<file path="src/rtl/sphere_pair_collision_projection_assert.svh">
// assertion macros for the sphere pair collision projection block
`ifndef SPHERE_PAIR_COLLISION_PROJECTION_ASSERT_SVH
`define SPHERE_PAIR_COLLISION_PROJECTION_ASSERT_SVH

// condition implies consequence in the same cycle
`define PSC_ASSERT_IMP(lbl, ante, cons) \
	lbl: assert property (@(posedge clk) disable iff (!arst_n) (ante) |-> (cons)) \
		else $error("psc assertion failed");

// condition implies consequence in the next cycle
`define PSC_ASSERT_NXT(lbl, ante, cons) \
	lbl: assert property (@(posedge clk) disable iff (!arst_n) (ante) |=> (cons)) \
		else $error("psc assertion failed");

`endif

</file>
<file path="src/rtl/psc_pkg.sv">
// shared types, constants and helpers of the sphere pair collision projection
package psc_pkg;

	localparam int STEP_STAGES = 32;
	localparam int IN_W = 336;
	localparam int OUT_W = 224;

	typedef struct packed {
		logic [15:0]      idx_a;
		logic [15:0]      idx_b;
		logic [2:0][31:0] pa;
		logic [2:0][31:0] pb;
		logic [2:0]       neg;
		logic [2:0][31:0] mag;
		logic [31:0]      r;
		logic [23:0]      wa;
		logic [23:0]      wb;
		logic             hit;
		logic [31:0]      cdist;
		logic [31:0]      dlen;
		logic [2:0][31:0] disp;
	} item_t;

	function automatic logic [31:0] sat32(input logic [33:0] v);
		logic [31:0] res;
		if (!v[33] && v[32:31] != 2'b00) begin
			res = 32'h7fff_ffff;
		end else if (v[33] && v[32:31] != 2'b11) begin
			res = 32'h8000_0000;
		end else begin
			res = v[31:0];
		end
		return res;
	endfunction

endpackage

</file>
<file path="src/rtl/psc_isqrt.sv">
// pipelined integer square root, one result bit per stage
module psc_isqrt (
	input  logic        clk,
	input  logic        en,
	input  logic [63:0] radicand,
	output logic [31:0] root
);

	logic [33:0] rem_s  [psc_pkg::STEP_STAGES];
	logic [31:0] root_s [psc_pkg::STEP_STAGES];
	logic [63:0] rest_s [psc_pkg::STEP_STAGES];

	logic [33:0] rem_i  [psc_pkg::STEP_STAGES];
	logic [31:0] root_i [psc_pkg::STEP_STAGES];
	logic [63:0] rest_i [psc_pkg::STEP_STAGES];
	logic [35:0] tr     [psc_pkg::STEP_STAGES];
	logic [35:0] tt     [psc_pkg::STEP_STAGES];

	always_comb begin
		for (int k = 0; k < psc_pkg::STEP_STAGES; k++) begin
			if (k == 0) begin
				rem_i[k]  = '0;
				root_i[k] = '0;
				rest_i[k] = radicand;
			end else begin
				rem_i[k]  = rem_s[k-1];
				root_i[k] = root_s[k-1];
				rest_i[k] = rest_s[k-1];
			end
			tr[k] = {rem_i[k], rest_i[k][63:62]};
			tt[k] = {2'b00, root_i[k], 2'b01};
		end
	end

	always_ff @(posedge clk) begin
		if (en) begin
			for (int k = 0; k < psc_pkg::STEP_STAGES; k++) begin
				rest_s[k] <= {rest_i[k][61:0], 2'b00};
				if (tr[k] >= tt[k]) begin
					rem_s[k]  <= 34'(tr[k] - tt[k]);
					root_s[k] <= {root_i[k][30:0], 1'b1};
				end else begin
					rem_s[k]  <= tr[k][33:0];
					root_s[k] <= {root_i[k][30:0], 1'b0};
				end
			end
		end
	end

	assign root = root_s[psc_pkg::STEP_STAGES-1];

endmodule

</file>
<file path="config.mk">
export PLATFORM = sky130hd
export DESIGN_NAME = psc_isqrt
export DESIGN_NICKNAME = d
export VERILOG_FILES = /design/src/rtl/sphere_pair_collision_projection_assert.svh /design/src/rtl/psc_pkg.sv /design/src/rtl/psc_isqrt.sv
export SDC_FILE = /design/constraint.sdc
export NUM_CORES = 2
export LEC_CHECK = 0
export BUFFER_PORTS_ARGS = -buffer_cell sky130_fd_sc_hd__buf_2
export CAP_MARGIN = 0
export CORE_MARGIN = 4
export CORE_UTILIZATION = 40
export CTS_CLUSTER_DIAMETER = 150
export CTS_CLUSTER_SIZE = 30
export DETAILED_ROUTE_END_ITERATION = 10
export GPL_ROUTABILITY_DRIVEN = 0
export PLACE_DENSITY = 0.63
export RECOVER_POWER = 50
export SYNTH_ARGS = -nofsm -noshare
export SYNTH_HDL_FRONTEND = slang
export SYNTH_MEMORY_MAX_BITS = 65536
export SYNTH_SLANG_ARGS = --single-unit
</file>
<file path="constraint.sdc">
create_clock -name clk -period 3.7 [get_ports clk]
set_input_delay 0.74 -clock clk [delete_from_list [all_inputs] [get_ports clk]]
set_output_delay 0.74 -clock clk [all_outputs]
set_load 0.02 [all_outputs]
</file>
==> run_results.csv <==
group,metric,value,unit
outcome,violations,"capacitance limit, slew limit",
drt,drtIter0Drc,5326,
floorplan,fp.dieH,550,um
logic_synthesis,yosys.area.top_type,"edfxtp_1",
place,io_buffers,97,
place,dp_hpwl,166,mm
floorplan,dieArea,0.302,mm^2
grt,grt.total_usage,14.8,%
drt,routedWlPerCell,17.5,um
critical_path,startpoint_type,"flip-flop",
drt,vias_per_cell,5.27,
grt,grt_start_max_net_pins,159,
timing,drv_slew,779,
logic_synthesis,yosysMostFrequentCell,"edfxtp_1",
critical_path,crit_type,"reg -> reg",
clock_network,cts.sinks,2523,
final_layout,layout.nets,9888,
pwr,ir_drop,0.447,mV
pwr,totalPowerFinal,69.2,mW
logic_synthesis,synth_edf_count,2522,
logic_synthesis,yosysSeqAreaShare,64.6,%
clock_network,cts_tree,"yes",
critical_path,cp_max_fo,3,
grt,antenna_found_initial,5,
job,drv_cap,12,
final_layout,syn_to_final_growth,8.17,%
outcome,status,"finished with violations",
logic_synthesis,synth_area,0.117,mm^2
clock_network,clkTransAtPathRegs,0.11,ns
timing,tightest_slew,3.12,ns
logic_synthesis,synth-seq-cells,2523,
logic_synthesis,synthTopCellsByArea,"edfxtp_1 65%, ha_1 6.0%, xor2_1 3.3%",
clock_network,worstSkewPairLatency,0.91,ns
pwr,power.leakage,47.5,nW
drt,totalWireLength,231,mm
place,dp.cells,13000,
clock_network,cts_root_buf,"clkbuf_16",
min_path,min_path_type,"in -> reg",
floorplan,core-area,0.292,mm^2
timing,skew,0.0753,ns
logic_synthesis,synth_fp_nets,9661,
logic_synthesis,synthDistinctLibCells,99,
floorplan,die_x,550,um
grt,grt_pass1_vias,68400,
clock_network,htree_levels,3,
grt,grt-ovfl-total,0,
timing,slew_headroom,-108,%
drt,dr.pass1.iters,6,
critical_path,cp.required,4.31,ns
final_layout,instances_no_fill,13200,
logic_synthesis,synthTopCellsByCount,"2,522 x edfxtp_1, 699 x inv_1, 624 x nand2_1, 563 x ha_1, 518 x a21oi_1",
logic_synthesis,ys_async_sr_fraction,0,%
logic_synthesis,yosys_warnings,0,
timing,whs,0.107,ns
logic_synthesis,syn_avg_cell_area,13.0,um^2
critical_path,end_kind,"flip-flop",
timing,post-route-min-period,3.59,ns
timing,max_freq,0.279,GHz
critical_path,cp.arrival,4.20,ns
drt,num_vias,69400,
logic_synthesis,synthCells,9032,
final_layout,final_layout_size_suffix_gt1_share,6.07,%
final_layout,nFillCells,26200,
clock_network,clockBufferDepth,4,
clock_network,cts_made_buffers,98,
timing,final-hold-violation-count,0,
grt,grt_pass1_wl,366,mm
timing,setup_viol,0,
final_layout,final_util,43.5,%
timing,tns,0,ns
floorplan,ioPinCount,98,
timing,rsz0062_at_grt,"yes",
drt,antenna_left,0,
floorplan,start_util,40.2,%
timing,min_period_over_period,97.0,%
floorplan,num_rows,198,
drt,drc_errors,0,
logic_synthesis,ys.flop_type,"edfxtp_1",
logic_synthesis,synth_top_area_share,64.5,%
pwr,powerDensity,545,mW/mm^2
[kinds of logic (layout without fill, tap and decap cells)]
kind of cell | count (synthesis) | after routing | share of synthesized area, %
multiplexers | 79 | 79 | 0.743
AO/OA/AOI/OAI | 1794 | 1794 | 9.44
XOR/XNOR | 852 | 852 | 6.36
adder cells (fa/ha/maj) | 563 | 563 | 6.00
other | 0 | 3 | 0
flip-flops | 2523 | 2523 | 64.6
AND/OR/NAND/NOR | 2321 | 2321 | 9.97
buffers and inverters | 900 | 1137 | 2.92
[through the flow]
stage | setup slack, ns | area [um^2]
after floorplan | 0.00146 | 117000
after global placement | -0.0869 | 124000
after detailed placement | -0.104 | 124000
after CTS | 0.00446 | 127000
after global routing | -0.108 | 127000
final | 0.110 | 127000
[registers in the layout (all words and copies together), names as in the netlist]
| register | cells |
|---|---|
| root_s | 528 |
| rem_s | 1003 |
| rest_s | 992 |
[routing by layer]
layer / part of all wire [%] / up-vias / global-route usage, % / wire, um
li1: - / 33600 / - / -
met1: 44 / 33900 / 19.1 / 101000
met2: 49 / 1497 / 26.0 / 114000
met3: 3.7 / 386 / 1.54 / 8510
met4: 3.2 / 2 / 4.79 / 7470
met5: 0.0056 / - / 0 / 13
[final timing paths]
path,cells past startpoint,from,slack (ns),to
hold reg to reg,0,rest_s[0][481],0.36,rest_s[0][545]
setup / recovery,13,rem_s[0][374],0.11,rem_s[0][435]
setup reg to reg,13,rem_s[0][374],0.11,rem_s[0][435]
hold / removal,1,radicand[5],0.11,rest_s[0][5]
[what timing repair did]
| action | CTS | global route |
|---|---|---|
| pin swaps | 2 | 9 |
| setup endpoints to repair | 32 | 204 |
| buffers inserted | 2 | 8 |
| gates resized for setup | 4 | 62 |
| cloned | 0 | 1 |
| hold buffers | 59 | 0 |
| endpoints found under the hold margin | 59 | 0 |
[final cells by class]
class,instances,area [um^2],area share (%)
clock inverter,5,66.3,0.0522
multi-input combinational,5609,38500,30.4
timing repair buffer,327,2570,2.02
clock buffer,105,2480,1.95
inverter,700,2630,2.07
tap,3900,4880,3.84
antenna,3,7.51,0.00591
sequential,2523,75800,59.7
[power breakdown]
group	switching [mW]	internal, mW	total (mW)
clock	8.29	4.86	13.1
sequential	2.45	36.3	38.7
combinational	9.86	7.49	17.3
total	20.6	48.6	69.2
[cells in the final DEF (no fill, tap or decap), drive strengths merged, types with 22 or more instances in the layout]
master,Yosys,routed
and2,50,50
a31oi,47,47
edfxtp,2522,2522
buf,26,240
o21ai,525,525
xnor2,409,409
nor2,495,495
nand4,102,102
or2,46,46
dlygate4sd3,0,59
clkbuf,174,133
o21a,91,91
o21bai,46,46
or4,55,55
a21o,272,272
nand3,126,126
or3,119,119
and3,54,54
nor3,234,234
ha,563,563
xor2,443,443
nand2b,110,110
nor2b,85,85
nor4,108,108
nor4b,22,22
mux2,65,65
o211ai,27,27
inv,699,702
and4,26,26
o31ai,31,31
a211oi,37,37
a21oi,520,520
nand2,624,624
[worst max-delay path, cell delays in order (launching register included)]
cell       delay [ns]
edfxtp_1         0.41
ha_1             0.33
o21a_1           0.14
o21a_1           0.19
o21ai_1          0.21
o21ai_1          0.17
a2111oi_2        0.36
buf_4            0.17
o41ai_1          0.10
a2111oi_2        0.39
or3b_4           0.43
buf_4            0.15
nor3_1           0.17
xor2_1           0.09
(Power assumes the default switching activity.)
