## config.mk

```make
export PLATFORM = sky130hd
export DESIGN_NAME = psc_div
export DESIGN_NICKNAME = d
export VERILOG_FILES = /design/src/rtl/sphere_pair_collision_projection_assert.svh /design/src/rtl/psc_pkg.sv /design/src/rtl/psc_div.sv
export SDC_FILE = /design/constraint.sdc
export NUM_CORES = 2
export LEC_CHECK = 0
export BUFFER_PORTS_ARGS = -buffer_cell sky130_fd_sc_hd__buf_2
export CAP_MARGIN = 20
export CORE_MARGIN = 5
export CORE_UTILIZATION = 60
export DETAILED_ROUTE_END_ITERATION = 10
export GPL_ROUTABILITY_DRIVEN = 0
export PLACE_DENSITY = 0.76
export SLEW_MARGIN = 20
export SYNTH_ARGS = -nofsm -noshare
export SYNTH_HDL_FRONTEND = slang
export SYNTH_SLANG_ARGS = --single-unit
```

## constraint.sdc

```tcl
create_clock -name clk -period 4.7 [get_ports clk]
set_input_delay 0.235 -clock clk [delete_from_list [all_inputs] [get_ports clk]]
set_output_delay 0.235 -clock clk [all_outputs]
set_load 0.01 [all_outputs]
```

## src/rtl/sphere_pair_collision_projection_assert.svh

```systemverilog
// assertion macros for the sphere pair collision projection block
`ifndef SPHERE_PAIR_COLLISION_PROJECTION_ASSERT_SVH
`define SPHERE_PAIR_COLLISION_PROJECTION_ASSERT_SVH

// condition implies consequence in the same cycle
`define PSC_ASSERT_IMP(lbl, ante, cons) \
	lbl: assert property (@(posedge clk) disable iff (!arst_n) (ante) |-> (cons)) \
		else $error("psc assertion failed");

// condition implies consequence in the next cycle
`define PSC_ASSERT_NXT(lbl, ante, cons) \
	lbl: assert property (@(posedge clk) disable iff (!arst_n) (ante) |=> (cons)) \
		else $error("psc assertion failed");

`endif

```

## src/rtl/psc_pkg.sv

```systemverilog
// shared types, constants and helpers of the sphere pair collision projection
package psc_pkg;

	localparam int STEP_STAGES = 32;
	localparam int IN_W = 336;
	localparam int OUT_W = 224;

	typedef struct packed {
		logic [15:0]      idx_a;
		logic [15:0]      idx_b;
		logic [2:0][31:0] pa;
		logic [2:0][31:0] pb;
		logic [2:0]       neg;
		logic [2:0][31:0] mag;
		logic [31:0]      r;
		logic [23:0]      wa;
		logic [23:0]      wb;
		logic             hit;
		logic [31:0]      cdist;
		logic [31:0]      dlen;
		logic [2:0][31:0] disp;
	} item_t;

	function automatic logic [31:0] sat32(input logic [33:0] v);
		logic [31:0] res;
		if (!v[33] && v[32:31] != 2'b00) begin
			res = 32'h7fff_ffff;
		end else if (v[33] && v[32:31] != 2'b11) begin
			res = 32'h8000_0000;
		end else begin
			res = v[31:0];
		end
		return res;
	endfunction

endpackage

```

## src/rtl/psc_div.sv

```systemverilog
// pipelined restoring divider, 64 by 32 bits, one quotient bit per stage
module psc_div (
	input  logic        clk,
	input  logic        en,
	input  logic [63:0] dividend,
	input  logic [31:0] divisor,
	output logic [31:0] quot
);

	logic [31:0] rem_s [psc_pkg::STEP_STAGES];
	logic [31:0] low_s [psc_pkg::STEP_STAGES];
	logic [31:0] dvs_s [psc_pkg::STEP_STAGES];
	logic [31:0] q_s   [psc_pkg::STEP_STAGES];

	logic [31:0] rem_i [psc_pkg::STEP_STAGES];
	logic [31:0] low_i [psc_pkg::STEP_STAGES];
	logic [31:0] dvs_i [psc_pkg::STEP_STAGES];
	logic [31:0] q_i   [psc_pkg::STEP_STAGES];
	logic [32:0] tr    [psc_pkg::STEP_STAGES];

	always_comb begin
		for (int k = 0; k < psc_pkg::STEP_STAGES; k++) begin
			if (k == 0) begin
				rem_i[k] = dividend[63:32];
				low_i[k] = dividend[31:0];
				dvs_i[k] = divisor;
				q_i[k]   = '0;
			end else begin
				rem_i[k] = rem_s[k-1];
				low_i[k] = low_s[k-1];
				dvs_i[k] = dvs_s[k-1];
				q_i[k]   = q_s[k-1];
			end
			tr[k] = {rem_i[k], low_i[k][31]};
		end
	end

	always_ff @(posedge clk) begin
		if (en) begin
			for (int k = 0; k < psc_pkg::STEP_STAGES; k++) begin
				low_s[k] <= {low_i[k][30:0], 1'b0};
				dvs_s[k] <= dvs_i[k];
				if (tr[k] >= {1'b0, dvs_i[k]}) begin
					rem_s[k] <= 32'(tr[k] - {1'b0, dvs_i[k]});
					q_s[k]   <= {q_i[k][30:0], 1'b1};
				end else begin
					rem_s[k] <= tr[k][31:0];
					q_s[k]   <= {q_i[k][30:0], 1'b0};
				end
			end
		end
	end

	assign quot = q_s[psc_pkg::STEP_STAGES-1];

endmodule

```

==> impl_metrics.tcl <==
set metrics [dict create \
    outcome "finished, final reports clean" \
    worstHoldPathType "in2reg" \
    vdd.ir_drop.worst_mv 0.357 \
    clk_root_buffer_cell "sky130_fd_sc_hd__clkbuf_16" \
    p_seq_share_pct 36.6 \
    ant_nets 0 \
    ys_types 99 \
    ys_ff_latch 3008 \
    synth.net_count 13900 \
    routed-wl-met3_um 21700 \
    globalRouteTotalUtil_pct 25.4 \
    grt_max_degree 196 \
    cp-start-kind "input pin" \
    average_size_of_a_mapped_cell_um2 12.2 \
    mostFrequentLayoutCells "3007 x sky130_fd_sc_hd__edfxtp_1, 1296 x sky130_fd_sc_hd__inv_1, 1036 x sky130_fd_sc_hd__a21oi_1" \
    clk_latency_ns 0.88 \
    synth.mux.area_fraction_pct 3.74 \
    type_of_element_capturing_the_critical_path "flip-flop" \
    pwr_density_cell_mw_per_mm2 672 \
    floorplan_core_area_mm2 0.259 \
    mostFrequentLayoutCell "sky130_fd_sc_hd__edfxtp_1" \
    path_max_fanout 3 \
    fin_setup_tns_ns 0 \
    post-route-cell-area_mm2 0.172 \
    port_buffers 129 \
    pwr-share-clk_pct 21.4 \
    final_cell_count_no_fill 16800 \
    critPathMaxStageDelay_ns 0.65 \
    timing.critical_path.cells "dlygate4sd3_1 > buf_2 > inv_1 > ha_1 > inv_1 > fa_1 > a21oi_1 > o22ai_1 > o41a_1 > a221oi_1 > o21a_1 > o21a_1 > o21ai_0 > or4b_2 > nand3_1 > mux2_2 > dlygate4sd3_1" \
    topRoutingLayerUsed "met5" \
    critical_path_buffers_and_inverters 5 \
    synth_enable_flop_cells 3007 \
    cp_num_cells 17 \
    synth-main-ff-cell "sky130_fd_sc_hd__edfxtp_1" \
    p_switching_w 0.0415 \
    yosysSeqAreaShare_pct 58.1 \
    floorplan.rows 187 \
    tightestPinTransition_ns 1.07 \
    grt_pass1_wl_um 551000 \
    synthSimpleGateAreaFrac_pct 7.99 \
    synthCells 12800 \
    antenna_found_initial 13 \
    worstHoldPathCells 2 \
    yosys.area.top_type "sky130_fd_sc_hd__edfxtp_1" \
    clock_skew_ns 0.0539 \
    max_cap_viol_count 0 \
    synth_compound_area_share_pct 13.0 \
    initial_util_pct 60.1 \
    drt_pre_antenna_iters 9 \
    max-slew-margin-rel_pct 28.4 \
    detail_route.iter0.violations 9941 \
    m1WireLength_um 138000 \
    synth_largest_type_area_fraction_pct 58.0 \
    fp.dieArea_mm2 0.270 \
    critical-path-top-delay-family "compound AO/OA/AOI/OAI gates" \
    synthAdderAreaFrac_pct 8.63 \
    max_freq_ghz 0.224 \
    wirelength_um 353000 \
    cts.sinks 3008 \
    post-route-worst-setup-slack_ns 0.233 \
    top_level_ports 130 \
    crit_start "dividend[31]" \
    setup_viols_final 0 \
    area_growth_pct 10.3 \
    final_core_utilization_pct 66.3 \
    worst-endpoint-required_ns 5.41 \
    critPathKind "in2reg" \
    drcViolationCount 0 \
    timing.reg2reg.worst_path_depth 13 \
    internal-power_w 0.0739 \
    dominant_combinational_cell_family_by_area_after_synthesis "compound AO/OA/AOI/OAI gates" \
    detailed_routed_wire_length_on_met2_um 172000 \
    first_global_vias 101000 \
    cts.reportedPaths.clkPinSlew_ns 0.06 \
    timing.final.crit_period_ns 4.47 \
    vias_per_cell 6.12 \
    post_dp_cell_area_mm2 0.161 \
    timing.final.max_slew_violations 0 \
    cts.repair.resized 0 \
    critical-path-slowest-cell "sky130_fd_sc_hd__or4b_2" \
    yosys.area_share.xor_xnor_pct 4.66 \
    finalCritPeriodShare_pct 95.0 \
    die_height_um 519 \
    timing.critical_path.to "rem_s[0][30]" \
    wire_per_inst_um 21.0 \
    dp_hpwl_um 253000 \
    htreeDepth 5 \
    route.vias.total 103000 \
    ys_warn_count 0 \
    asyncSetResetFlopFracSynth_pct 0 \
    finalHoldViolCount 0 \
    critical_path.reg2reg.endpoint "rem_s[0][196]" \
    grt_setup_unrepaired "false" \
    grt_overflow 0 \
    design.final.nets 14300 \
    layout-drive-gt1-share_pct 9.42 \
    mappedNetlistArea_mm2 0.156 \
    cts_max_path_buffers 4 \
    leak_pwr_nw 69.1 \
    regToRegStartpoint "rem_s[0][160]" \
    p_comb_share_pct 42.0 \
    detailedPlace.worstSlack_ns 0.156 \
    worst_ep_arrival_time_ns 5.18 \
    ff2ff_setup_slack_ns 0.25 \
    cts-buffers-inserted 319 \
    yosys-top-cells-area "sky130_fd_sc_hd__edfxtp_1 58%, sky130_fd_sc_hd__ha_1 8.2%, sky130_fd_sc_hd__a21oi_1 3.3%, sky130_fd_sc_hd__mux2_2 3.2%, sky130_fd_sc_hd__inv_1 3.1%" \
    placed_cells_incl_taps 16100 \
    die_w_um 519 \
    cts_tree "done" \
    power.switching_fraction_pct 35.9 \
]
-- cell families (layout without fill, tap and decap cells) --
logic type / count (synthesis) / after routing
AO/OA/AOI/OAI: 3165 / 3165
flip-flops: 3008 / 3008
AND/OR/NAND/NOR: 2614 / 2614
buffers and inverters: 1592 / 2194
adder cells (fa/ha/maj): 1055 / 1055
XOR/XNOR: 827 / 827
multiplexers: 511 / 511
other: 0 / 3
-- worst register-to-register path, stage by stage, from the launching register on --
cell and delay, ns:
sky130_fd_sc_hd__edfxtp_1 0.46, sky130_fd_sc_hd__ha_1 0.46, sky130_fd_sc_hd__nor2b_1 0.18, sky130_fd_sc_hd__o21ai_0 0.24
sky130_fd_sc_hd__a21boi_1 0.18, sky130_fd_sc_hd__nor4_1 0.37, sky130_fd_sc_hd__o31ai_1 0.14, sky130_fd_sc_hd__buf_4 0.17
sky130_fd_sc_hd__a211o_1 0.35, sky130_fd_sc_hd__o41ai_4 0.48, sky130_fd_sc_hd__o31ai_1 0.14, sky130_fd_sc_hd__a31o_2 0.37
sky130_fd_sc_hd__buf_12 0.21, sky130_fd_sc_hd__mux2_2 0.41
-- stage by stage --
stage / total power (W) / hold slack [ns]
after detailed placement: 0.0897 / 0.405
after CTS: 0.115 / 0.00109
after global placement: 0.0877 / 0.400
after global routing: 0.122 / 0.0312
final: 0.115 / 0.0742
after floorplan: 0.0772 / 0.334
-- cells in the mapped netlist, types with 19 or more instances --
cell                        count
sky130_fd_sc_hd__nor3_1       138
sky130_fd_sc_hd__and3_1        89
sky130_fd_sc_hd__a41oi_1       23
sky130_fd_sc_hd__nor2_1       793
sky130_fd_sc_hd__mux2i_1       29
sky130_fd_sc_hd__nand2_1      701
sky130_fd_sc_hd__o21ai_0      620
sky130_fd_sc_hd__or2_2         28
sky130_fd_sc_hd__ha_1        1024
sky130_fd_sc_hd__nand2b_1     124
sky130_fd_sc_hd__a21oi_1     1039
sky130_fd_sc_hd__o211ai_1      44
sky130_fd_sc_hd__nor3b_1       19
sky130_fd_sc_hd__a31oi_1       98
sky130_fd_sc_hd__a2111oi_0     24
sky130_fd_sc_hd__and4_1        24
sky130_fd_sc_hd__a211o_1       31
sky130_fd_sc_hd__clkbuf_1     219
sky130_fd_sc_hd__o31a_1        27
sky130_fd_sc_hd__nand3_1      188
sky130_fd_sc_hd__xnor2_1      509
sky130_fd_sc_hd__nor4_1        34
sky130_fd_sc_hd__nand4_1      186
sky130_fd_sc_hd__a221oi_1      38
sky130_fd_sc_hd__and2_1        49
sky130_fd_sc_hd__fa_1          31
sky130_fd_sc_hd__nor2b_1      128
sky130_fd_sc_hd__o21bai_1     134
sky130_fd_sc_hd__mux2_4        28
sky130_fd_sc_hd__a31o_2        35
sky130_fd_sc_hd__a311oi_1      20
sky130_fd_sc_hd__inv_1       1297
sky130_fd_sc_hd__edfxtp_1    3007
sky130_fd_sc_hd__o31ai_1       59
sky130_fd_sc_hd__mux2_2       448
sky130_fd_sc_hd__a21boi_0      35
sky130_fd_sc_hd__o21a_1       116
sky130_fd_sc_hd__or3_1         43
sky130_fd_sc_hd__xor2_1       318
sky130_fd_sc_hd__buf_2         53
sky130_fd_sc_hd__a211oi_1      93
sky130_fd_sc_hd__a21o_1       522
-- worst min-delay path by stage --
stage	startpoint	slack (ns)	endpoint
6_report	dividend[8]	0.07	low_s[0][8]
5_1_grt	dividend[30]	0.03	low_s[0][30]
4_1_cts	dividend[9]	0.001	low_s[0][9]
3_5_place_dp	low_s[0][116]	0.40	low_s[0][148]
3_3_place_gp	q_s[1][311]	0.40	q_s[1][344]
2_1_floorplan	divisor[0]	0.33	dvs_s[0][0]
-- flip-flops by register name, summed over array words and instances, names as in the netlist --
signal / count
dvs_s: 992
rem_s: 992
q_s: 528
low_s: 496
-- routing by layer --
| layer | track usage, % | vias up |
|---|---|---|
| met5 | 0 | - |
| met4 | 12.3 | 6 |
| met3 | 3.29 | 1155 |
| met2 | 43.6 | 4126 |
| met1 | 32.1 | 49400 |
| li1 | - | 47900 |
-- area by class of cell --
class                           instances  area [um2]
Multi-Input combinational cell       8172       59300
Fill cell                           18200       87100
Timing Repair Buffer                  334        2820
Clock inverter                        183        1790
Tap cell                             3402        4260
Antenna cell                            3        7.51
Clock buffer                          378        8330
Sequential cell                      3008       90300
Inverter                             1299        4880
-- power by group through the flow --
stage	Clock (W)	Sequential (W)	Combinational, W
floorplan	0	0.0404	0.0368
global placement	0	0.0426	0.0451
detailed placement	0	0.0426	0.0471
CTS	0.0252	0.0422	0.0478
global route	0.0263	0.0426	0.0532
finish	0.0246	0.0422	0.0485
-- what timing repair did --
item | in CTS | in global routing
hold buffers | 103 | 0
setup buffers | 0 | 1
setup endpoints to repair | 0 | 3
endpoints found under the hold margin | 120 | 0
Power figures use the tool's default switching activity.
